## src/rtl/core/fsubm_pkg.sv

```systemverilog
// Package for the first-substring-match block: sizes, command and status codes.
// No dependencies; used by the channel interfaces, the top level and the bench.
package fsubm_pkg;

   localparam int PATTERN_MAX = 16;
   localparam int TEXT_MAX    = 65536;

   localparam int CMD_W    = 2;
   localparam int DATA_W   = 8;
   localparam int OFFSET_W = 16;
   localparam int STATUS_W = 2;

   // pattern length counts 0..PATTERN_MAX, text count 0..TEXT_MAX+1 (saturated)
   localparam int LEN_W = $clog2(PATTERN_MAX + 1);
   localparam int CNT_W = $clog2(TEXT_MAX + 2);

   typedef enum logic [CMD_W-1:0] {
      CMD_CLEAR  = 2'd0,
      CMD_APPEND = 2'd1,
      CMD_TEXT   = 2'd2,
      CMD_END    = 2'd3
   } cmd_type;

   typedef enum logic [STATUS_W-1:0] {
      STATUS_OK       = 2'd0,
      STATUS_PAT_OVF  = 2'd1,
      STATUS_TEXT_OVF = 2'd2
   } status_type;

   typedef logic [DATA_W-1:0] byte_type;

endpackage

```

## src/rtl/core/fsubm_req_if.sv

```systemverilog
// Request channel: valid/ready handshake carrying command and data_byte.
// Depends on fsubm_pkg for field widths.
interface fsubm_req_if;
   import fsubm_pkg::*;

   logic              valid;
   logic              ready;
   logic [CMD_W-1:0]  command;
   logic [DATA_W-1:0] data_byte;

   modport source (output valid, output command, output data_byte, input ready);
   modport sink   (input valid, input command, input data_byte, output ready);
endinterface

```

## src/rtl/core/fsubm_rsp_if.sv

```systemverilog
// Response channel: valid/ready handshake carrying found, match_offset and status.
// Depends on fsubm_pkg for field widths.
interface fsubm_rsp_if;
   import fsubm_pkg::*;

   logic                valid;
   logic                ready;
   logic                found;
   logic [OFFSET_W-1:0] match_offset;
   logic [STATUS_W-1:0] status;

   modport source (output valid, output found, output match_offset, output status,
                   input ready);
   modport sink   (input valid, input found, input match_offset, input status,
                   output ready);
endinterface

```

## src/rtl/core/first_substring_match_top.sv

```systemverilog
// Streaming first-occurrence substring search, top level.
// An end-of-text transaction goes from the input register to the response register.
// Throughput: one request transaction per cycle; the window compare is one parallel stage,
//   and only an end-of-text waits, while the previous response is still held.
// Reset (synchronous, active high) empties the pattern and text state; no clearing pass.
// Depends on fsubm_pkg, fsubm_req_if and fsubm_rsp_if.
module first_substring_match_top (
   input  logic        clock,
   input  logic        reset,
   fsubm_req_if.sink   req_chan,
   fsubm_rsp_if.source rsp_chan
);
   import fsubm_pkg::*;

   localparam logic [CNT_W-1:0] TEXT_LIMIT = CNT_W'(TEXT_MAX);
   localparam logic [CNT_W-1:0] TEXT_SAT   = CNT_W'(TEXT_MAX + 1);

   // ---------------------------------------------------------------------------------
   // Input register: hold one accepted transaction until the search state takes it.
   // ---------------------------------------------------------------------------------
   logic     s1_valid_ff, s1_valid_in;
   cmd_type  s1_cmd_ff;
   byte_type s1_byte_ff;
   logic     s1_advance;
   logic     req_fire;

   // ---------------------------------------------------------------------------------
   // Search state.
   // pat_ff[0] is the most recently appended pattern byte, so pattern[len-1-k] sits at
   // pat_ff[k] and lines up with window_ff[k] (newest text byte) without any muxing.
   // pat_mask_ff is a thermometer code of the pattern length: bit k set when k < length.
   // ---------------------------------------------------------------------------------
   byte_type [PATTERN_MAX-1:0] pat_ff, pat_in;
   logic     [PATTERN_MAX-1:0] pat_mask_ff, pat_mask_in;
   logic     [LEN_W-1:0]       len_ff, len_in;
   logic                       overflow_ff, overflow_in;
   byte_type [PATTERN_MAX-1:0] window_ff, window_in;
   logic     [CNT_W-1:0]       count_ff, count_in;
   logic                       match_seen_ff, match_seen_in;
   logic     [OFFSET_W-1:0]    first_offset_ff, first_offset_in;

   // Response register.
   logic                rsp_valid_ff, rsp_valid_in;
   logic                found_ff, found_in;
   logic [OFFSET_W-1:0] offset_ff, offset_in;
   status_type          status_ff, status_in;

   // Compare datapath.
   byte_type [PATTERN_MAX-1:0] win_shift;
   byte_type [PATTERN_MAX-1:0] pat_shift;
   logic     [PATTERN_MAX-1:0] lane_hit;
   logic     [CNT_W-1:0]       count_next;
   logic     [CNT_W-1:0]       match_start;
   logic                       window_full_match;
   logic                       rsp_load;

   // A pending end-of-text may only move on when the response register is free.
   assign s1_advance = s1_valid_ff &&
                       ((s1_cmd_ff != CMD_END) || !rsp_valid_ff || rsp_chan.ready);
   assign req_chan.ready = !s1_valid_ff || s1_advance;
   assign req_fire       = req_chan.valid && req_chan.ready;
   assign s1_valid_in    = req_fire || (s1_valid_ff && !s1_advance);
   assign rsp_load       = s1_advance && (s1_cmd_ff == CMD_END);

   always_ff @(posedge clock) begin
      if (reset) begin
         s1_valid_ff <= 1'b0;
      end else begin
         s1_valid_ff <= s1_valid_in;
      end
      // payload only loads with a new transaction
      if (req_fire) begin
         s1_cmd_ff  <= cmd_type'(req_chan.command);
         s1_byte_ff <= req_chan.data_byte;
      end
   end

   // Shift the new byte in at lane 0 for both the text window and the pattern.
   always_comb begin
      win_shift[0] = s1_byte_ff;
      pat_shift[0] = s1_byte_ff;
      for (int k = 1; k < PATTERN_MAX; k++) begin
         win_shift[k] = window_ff[k-1];
         pat_shift[k] = pat_ff[k-1];
      end
   end

   // Parallel compare: every lane inside the pattern must agree.
   always_comb begin
      for (int k = 0; k < PATTERN_MAX; k++) begin
         lane_hit[k] = !pat_mask_ff[k] || (win_shift[k] == pat_ff[k]);
      end
   end

   assign count_next        = count_ff + CNT_W'(1);
   assign window_full_match = (&lane_hit) && (len_ff != '0) &&
                              (32'(count_next) >= 32'(len_ff));
   // only used when count_next >= length, so the length fits the count width
   assign match_start       = count_next - CNT_W'(len_ff);

   // Next search state.
   always_comb begin
      pat_in          = pat_ff;
      pat_mask_in     = pat_mask_ff;
      len_in          = len_ff;
      overflow_in     = overflow_ff;
      window_in       = window_ff;
      count_in        = count_ff;
      match_seen_in   = match_seen_ff;
      first_offset_in = first_offset_ff;
      if (s1_advance) begin
         case (s1_cmd_ff)
            CMD_CLEAR: begin
               // drop pattern and text; stale pattern bytes are masked off
               pat_mask_in     = '0;
               len_in          = '0;
               overflow_in     = 1'b0;
               count_in        = '0;
               match_seen_in   = 1'b0;
               first_offset_in = '0;
            end
            CMD_APPEND: begin
               if (32'(len_ff) < 32'(PATTERN_MAX)) begin
                  pat_in      = pat_shift;
                  pat_mask_in = {pat_mask_ff[PATTERN_MAX-2:0], 1'b1};
                  len_in      = len_ff + LEN_W'(1);
               end else begin
                  overflow_in = 1'b1;
               end
            end
            CMD_TEXT: begin
               if (count_ff >= TEXT_LIMIT) begin
                  // saturate: the extra value marks an over-long text
                  count_in = TEXT_SAT;
               end else begin
                  window_in = win_shift;
                  count_in  = count_next;
                  if (!match_seen_ff && window_full_match) begin
                     match_seen_in   = 1'b1;
                     first_offset_in = (32'(match_start) > 32'(16'hFFFF)) ?
                                       16'hFFFF : OFFSET_W'(match_start);
                  end
               end
            end
            CMD_END: begin
               // keep the pattern, restart the text
               count_in        = '0;
               match_seen_in   = 1'b0;
               first_offset_in = '0;
            end
            default: begin
               pat_in = pat_ff;
            end
         endcase
      end
   end

   // Response fields for an end-of-text transaction.
   always_comb begin
      found_in  = 1'b0;
      offset_in = '0;
      status_in = STATUS_OK;
      if (overflow_ff) begin
         status_in = STATUS_PAT_OVF;
      end else begin
         if (len_ff == '0) begin
            found_in = 1'b1;
         end else if (match_seen_ff) begin
            found_in  = 1'b1;
            offset_in = first_offset_ff;
         end
         if (count_ff == TEXT_SAT) begin
            status_in = STATUS_TEXT_OVF;
         end
      end
   end

   // Hold the response until taken; load a new one as the old one leaves.
   assign rsp_valid_in = rsp_load || (rsp_valid_ff && !rsp_chan.ready);

   always_ff @(posedge clock) begin
      if (reset) begin
         pat_mask_ff     <= '0;
         len_ff          <= '0;
         overflow_ff     <= 1'b0;
         count_ff        <= '0;
         match_seen_ff   <= 1'b0;
         first_offset_ff <= '0;
         rsp_valid_ff    <= 1'b0;
      end else begin
         pat_mask_ff     <= pat_mask_in;
         len_ff          <= len_in;
         overflow_ff     <= overflow_in;
         count_ff        <= count_in;
         match_seen_ff   <= match_seen_in;
         first_offset_ff <= first_offset_in;
         rsp_valid_ff    <= rsp_valid_in;
      end
      // window and pattern bytes are only read inside the valid length and count
      pat_ff    <= pat_in;
      window_ff <= window_in;
      if (rsp_load) begin
         found_ff  <= found_in;
         offset_ff <= offset_in;
         status_ff <= status_in;
      end
   end

   assign rsp_chan.valid        = rsp_valid_ff;
   assign rsp_chan.found        = found_ff;
   assign rsp_chan.match_offset = offset_ff;
   assign rsp_chan.status       = status_ff;

   // ---------------------------------------------------------------------------------
   // Checks.
   // ---------------------------------------------------------------------------------
   // A response only appears right after an end-of-text left the input register.
   assert property (@(posedge clock) disable iff (reset)
      $rose(rsp_valid_ff) |-> $past(s1_valid_ff && (s1_cmd_ff == CMD_END)))
      else $error("response raised without an end-of-text transaction");

   // The length thermometer and the length counter agree.
   assert property (@(posedge clock) disable iff (reset)
      $countones(pat_mask_ff) == 32'(len_ff))
      else $error("pattern mask and length disagree");

   // A recorded match needs a non-empty pattern.
   assert property (@(posedge clock) disable iff (reset)
      match_seen_ff |-> (len_ff != '0))
      else $error("match recorded with empty pattern");

   // Pattern overflow reports nothing found at offset zero.
   assert property (@(posedge clock) disable iff (reset)
      (rsp_valid_ff && (status_ff == STATUS_PAT_OVF)) |-> (!found_ff && (offset_ff == '0)))
      else $error("pattern overflow response carries a match");

endmodule

```

## src/flat_wrapper.sv

```systemverilog
// flat-port wrapper written by rule: the top's interface ports become plain ports
module first_substring_match_top_flat import fsubm_pkg::*;
  (clock, reset, req_chan_valid, req_chan_command, req_chan_data_byte, req_chan_ready, rsp_chan_valid, rsp_chan_found, rsp_chan_match_offset, rsp_chan_status, rsp_chan_ready);
  fsubm_req_if req_chan_i ();
  fsubm_rsp_if rsp_chan_i ();
  input  logic clock;
  input  logic reset;
  input wire logic [$bits(req_chan_i.valid)-1:0] req_chan_valid;
  input wire logic [$bits(req_chan_i.command)-1:0] req_chan_command;
  input wire logic [$bits(req_chan_i.data_byte)-1:0] req_chan_data_byte;
  output wire logic [$bits(req_chan_i.ready)-1:0] req_chan_ready;
  output wire logic [$bits(rsp_chan_i.valid)-1:0] rsp_chan_valid;
  output wire logic [$bits(rsp_chan_i.found)-1:0] rsp_chan_found;
  output wire logic [$bits(rsp_chan_i.match_offset)-1:0] rsp_chan_match_offset;
  output wire logic [$bits(rsp_chan_i.status)-1:0] rsp_chan_status;
  input wire logic [$bits(rsp_chan_i.ready)-1:0] rsp_chan_ready;
  assign req_chan_i.valid = req_chan_valid;
  assign req_chan_i.command = req_chan_command;
  assign req_chan_i.data_byte = req_chan_data_byte;
  assign req_chan_ready = req_chan_i.ready;
  assign rsp_chan_valid = rsp_chan_i.valid;
  assign rsp_chan_found = rsp_chan_i.found;
  assign rsp_chan_match_offset = rsp_chan_i.match_offset;
  assign rsp_chan_status = rsp_chan_i.status;
  assign rsp_chan_i.ready = rsp_chan_ready;
  first_substring_match_top u_core (.clock(clock), .reset(reset), .req_chan(req_chan_i), .rsp_chan(rsp_chan_i));
endmodule
```

## config.mk

```make
export PLATFORM = sky130hd
export DESIGN_NAME = first_substring_match_top_flat
export DESIGN_NICKNAME = d
export VERILOG_FILES = /design/src/rtl/core/fsubm_pkg.sv /design/src/rtl/core/fsubm_req_if.sv /design/src/rtl/core/fsubm_rsp_if.sv /design/src/rtl/core/first_substring_match_top.sv /design/src/flat_wrapper.sv
export SDC_FILE = /design/constraint.sdc
export NUM_CORES = 1
export LEC_CHECK = 0
export BUFFER_PORTS_ARGS = -buffer_cell sky130_fd_sc_hd__buf_2
export CORE_MARGIN = 1
export CORE_UTILIZATION = 30
export DETAILED_ROUTE_END_ITERATION = 8
export PLACE_DENSITY_LB_ADDON = 0.08
export SYNTH_ARGS = -nofsm -noshare
export SYNTH_HDL_FRONTEND = slang
export SYNTH_SLANG_ARGS = --single-unit
```

## constraint.sdc

```tcl
create_clock -name clock -period 8.8 [get_ports clock]
set_clock_uncertainty 0.2 [all_clocks]
set_input_delay 0.44 -clock clock [delete_from_list [all_inputs] [get_ports clock]]
set_output_delay 0.44 -clock clock [all_outputs]
set_load 0.005 [all_outputs]
```

==> impl_results.md <==
- Maximum number of pins on one net before global-route repair: 123
- Startpoint of the lowest-slack register-to-register path: u_core.count_ff[0]
- Via-to-Cell Ratio: 4.45
- Kind of start point of the critical path: flip-flop
- Unrepaired setup endpoints after global routing: false
- Chip height: 212 um
- Root cell of the clock tree: clkbuf_16
- Die width: approximately 210 um
- Post-layout min period: 4.00 ns
- Worst Min Path Start: rsp_chan_ready
- Share of post-route cells with drive strength above 1: about a tenth
- Total I/O pin count: 35
- VDD IR-drop max: between 0.1 and 0.15 mV
- Pre-Repair DR Iteration Count: 4
- Overall die area: 0.0451 sq mm
- Gr ovfl total: 0
- Placer congestion estimate: 0.796
- P&R area growth vs syn: 15.8%
- Setup violations, final: 0
- Number of placement rows: 76
- Ratio of total power to cell area: 216 mW/mm^2
- Final worst path period share: 45.4%
- Result of the run: finished, final reports clean
- Synthesis Warnings: 0
- Setup TNS Final: 0 ns
- Starting DRT DRC Count: around 410
- Count of input and output buffers: 34
- Total nets after synthesis: ~940
- Maximum level of the CTS H-tree: 2
- Syn Inst Count: ~900
- Clock transition at the registers of the reported paths: 0.06 ns
- Clock sink total: 335
- Number of fill cells: 4,206
- WL final: 26,200 um
- Finished Layout Cells: between 1,500 and 2,000
- Number of nets with antenna violations after routing: 0
- Number of buffers added by the clock tree synthesis step: 39
- Slew at the pin closest to its max-slew limit: approximately 1.1 ns
- Initial antenna violation count: 0
- Startpoint of the most critical setup path: u_core.count_ff[0]
- Worst-case clock buffer depth: 3
- Number of setup buffers added after CTS: 0
- Leading post-synthesis cells by cell area: edfxtp_1 63%, xnor2_1 9.4%, dfxtp_1 8.7%
- Dominant register cell in the synthesized netlist: edfxtp_1
- Most numerous cell in the Yosys netlist: edfxtp_1
- Area of the mapped netlist: 0.0133 sq mm
- Count of distinct cell types in the synthesized netlist: 59
- CP endpoint kind: flip-flop
- Proportion of synthesized chip area in sequential cells: 71.3%
- Final count of pins violating max slew: 0
- Proportion of netlist area held by the largest area contributor: 62.6%
- HPWL after detailed placement: 16,900 um
- Total routing usage reported by global routing: 11.9%
- Worst-case headroom to the max-slew limit: 27.0%
- Initial standard-cell utilization of the core: 30.6%
- Hold buffers post-CTS: 11
- Yosys reg bits: 335
- Mean area per synthesized cell: between 10 and 15 sq um
- Via count of the first global-routing pass: 7,088
- Wire length of the first global-routing pass: 40,300 um
- # Max-Cap Violations: 0
- Number of placed cells counting well taps: 1,498
- Total number of vias: 7,009
- DRC Markers: 0
- Number of instances resized during post-cts repair: 0
- CP required: 9.03 ns
- Wire length per cell after detailed routing: 16.6 um
- Final nets: between 900 and 1,000
- HP Class: input pin to flip-flop
- Fmax achieved: 250 MHz
- Largest area contributor in the netlist: edfxtp_1
- Commonest cells post-synth: 277 x edfxtp_1, 142 x xnor2_1, 58 x dfxtp_1, 52 x nor2_1, 42 x nand4_1
- Std-Cell Core Area: 0.0434 sq mm
- Number of endpoints with negative hold slack in the final report: 0
- Kind of critical path: flip-flop to flip-flop
- Worst Path Max Fanout: 15
- EDFF count, synth: 277
- Share of synthesized registers carrying an async set or reset: 0%
- Worst path arrival time: 4.22 ns
- CTS tree: done
- Clock latency on the worst-skew pair: 0.52 ns
- P_leak: 0.00484 uW
- Number of inserted diodes: 0
[metrics by stage]
| stage | instance area [sq um] | hold WS, ns | total power (uW) | utilization [%] | setup slack, ns |
|---|---|---|---|---|---|
| after floorplan | 13300 | 0.224 | 1830 | - | 3.19 |
| after global placement | 14100 | 0.251 | 1870 | 32.5 | 4.88 |
| after detailed placement | 14100 | 0.241 | 1860 | 32.5 | 4.81 |
| after CTS | 15400 | 0.0166 | 3380 | 35.5 | 4.78 |
| after global routing | 15400 | 0.0590 | 3450 | 35.5 | 4.43 |
| final | 15400 | 0.0427 | 3330 | 35.5 | 4.80 |
[area by class of cell]
| cell class | instances | area, sq um | share of cell area, % |
|---|---|---|---|
| clock inverter | 15 | 130 | 0.846 |
| sequential | 335 | 9480 | 61.6 |
| multi-input combinational | 516 | 3590 | 23.3 |
| tap | 585 | 732 | 4.76 |
| timing repair buffer | 51 | 338 | 2.20 |
| inverter | 22 | 82.6 | 0.537 |
| clock buffer | 52 | 1030 | 6.72 |
[routing by layer]
| layer | GRT usage, % | vias up | routed length (um) |
|---|---|---|---|
| li1 | - | 3488 | - |
| met4 | 3.89 | 0 | 573 |
| met2 | 18.5 | 111 | 11800 |
| met3 | 2.45 | 39 | 1060 |
| met5 | 0 | - | 0 |
| met1 | 16.5 | 3371 | 12800 |
[placed cells by master, fill, tap and decap left out, drive strengths merged, types with 7 or more instances in the layout]
cell | netlist | final
nand4 | 43 | 43
o221ai | 12 | 12
buf | 8 | 40
and2 | 24 | 24
dfxtp | 58 | 58
o21ai | 29 | 29
inv | 22 | 24
nor2 | 52 | 52
clkinv | 0 | 10
ha | 16 | 16
xnor2 | 142 | 142
nor3 | 9 | 9
edfxtp | 277 | 277
clkbuf | 23 | 52
xor2 | 7 | 7
a22oi | 23 | 23
a21oi | 37 | 37
nand2 | 27 | 27
or3 | 8 | 8
dlygate4sd3 | 0 | 11
and3 | 7 | 7
nand3 | 26 | 26
[where the power goes]
part	internal, uW	switching (uW)
Combinational	30.2	54.9
Clock	883	614
Sequential	1730	14.8
Total	2650	683
[flip-flops by register name, indices dropped and copies added (netlist names), 5 cells and up]
name / cells
u_core.pat_ff: 128
u_core.win_shift: 120
u_core.count_ff: 17
u_core.first_offset_ff: 16
u_core.pat_mask_ff: 16
u_core.rsp_chan.match_offset: 16
u_core.s1_byte_ff: 8
u_core.len_ff: 5
[path summary, 6_finish.rpt]
| path | end | slack (ns) | cells past startpoint |
|---|---|---|---|
| worst min-delay path | u_core.rsp_chan.valid | 0.04 | 3 |
| worst max register to register | u_core.first_offset_ff[13] | 4.80 | 12 |
| worst min register to register | u_core.first_offset_ff[14] | 0.25 | 2 |
| worst max-delay path | u_core.first_offset_ff[13] | 4.80 | 12 |
[worst max-delay path: stages (launching register included)]
cell and delay [ns]:
dfxtp_1 0.45, ha_1 0.30, and2_1 0.22, nand2_1 0.08, xnor2_1 0.16, ha_1 0.38
a21oi_1 0.21, o211a_1 0.25, nand4_1 0.12, or4_4 0.51, o211ai_2 0.57, nand2_1 0.21
o32ai_1 0.24
[kinds of logic (layout without fill, tap and decap cells)]
kind of cell,after synthesis,count (layout),share of synthesized area (%)
flops,335,335,71.3
simple gates,220,220,8.95
xor+xnor,149,149,9.82
compound gates,129,129,6.43
buf+inv,53,140,1.72
fa+ha+maj,17,17,1.66
mux,1,1,0.0753
Power figures use the tool's default switching activity.
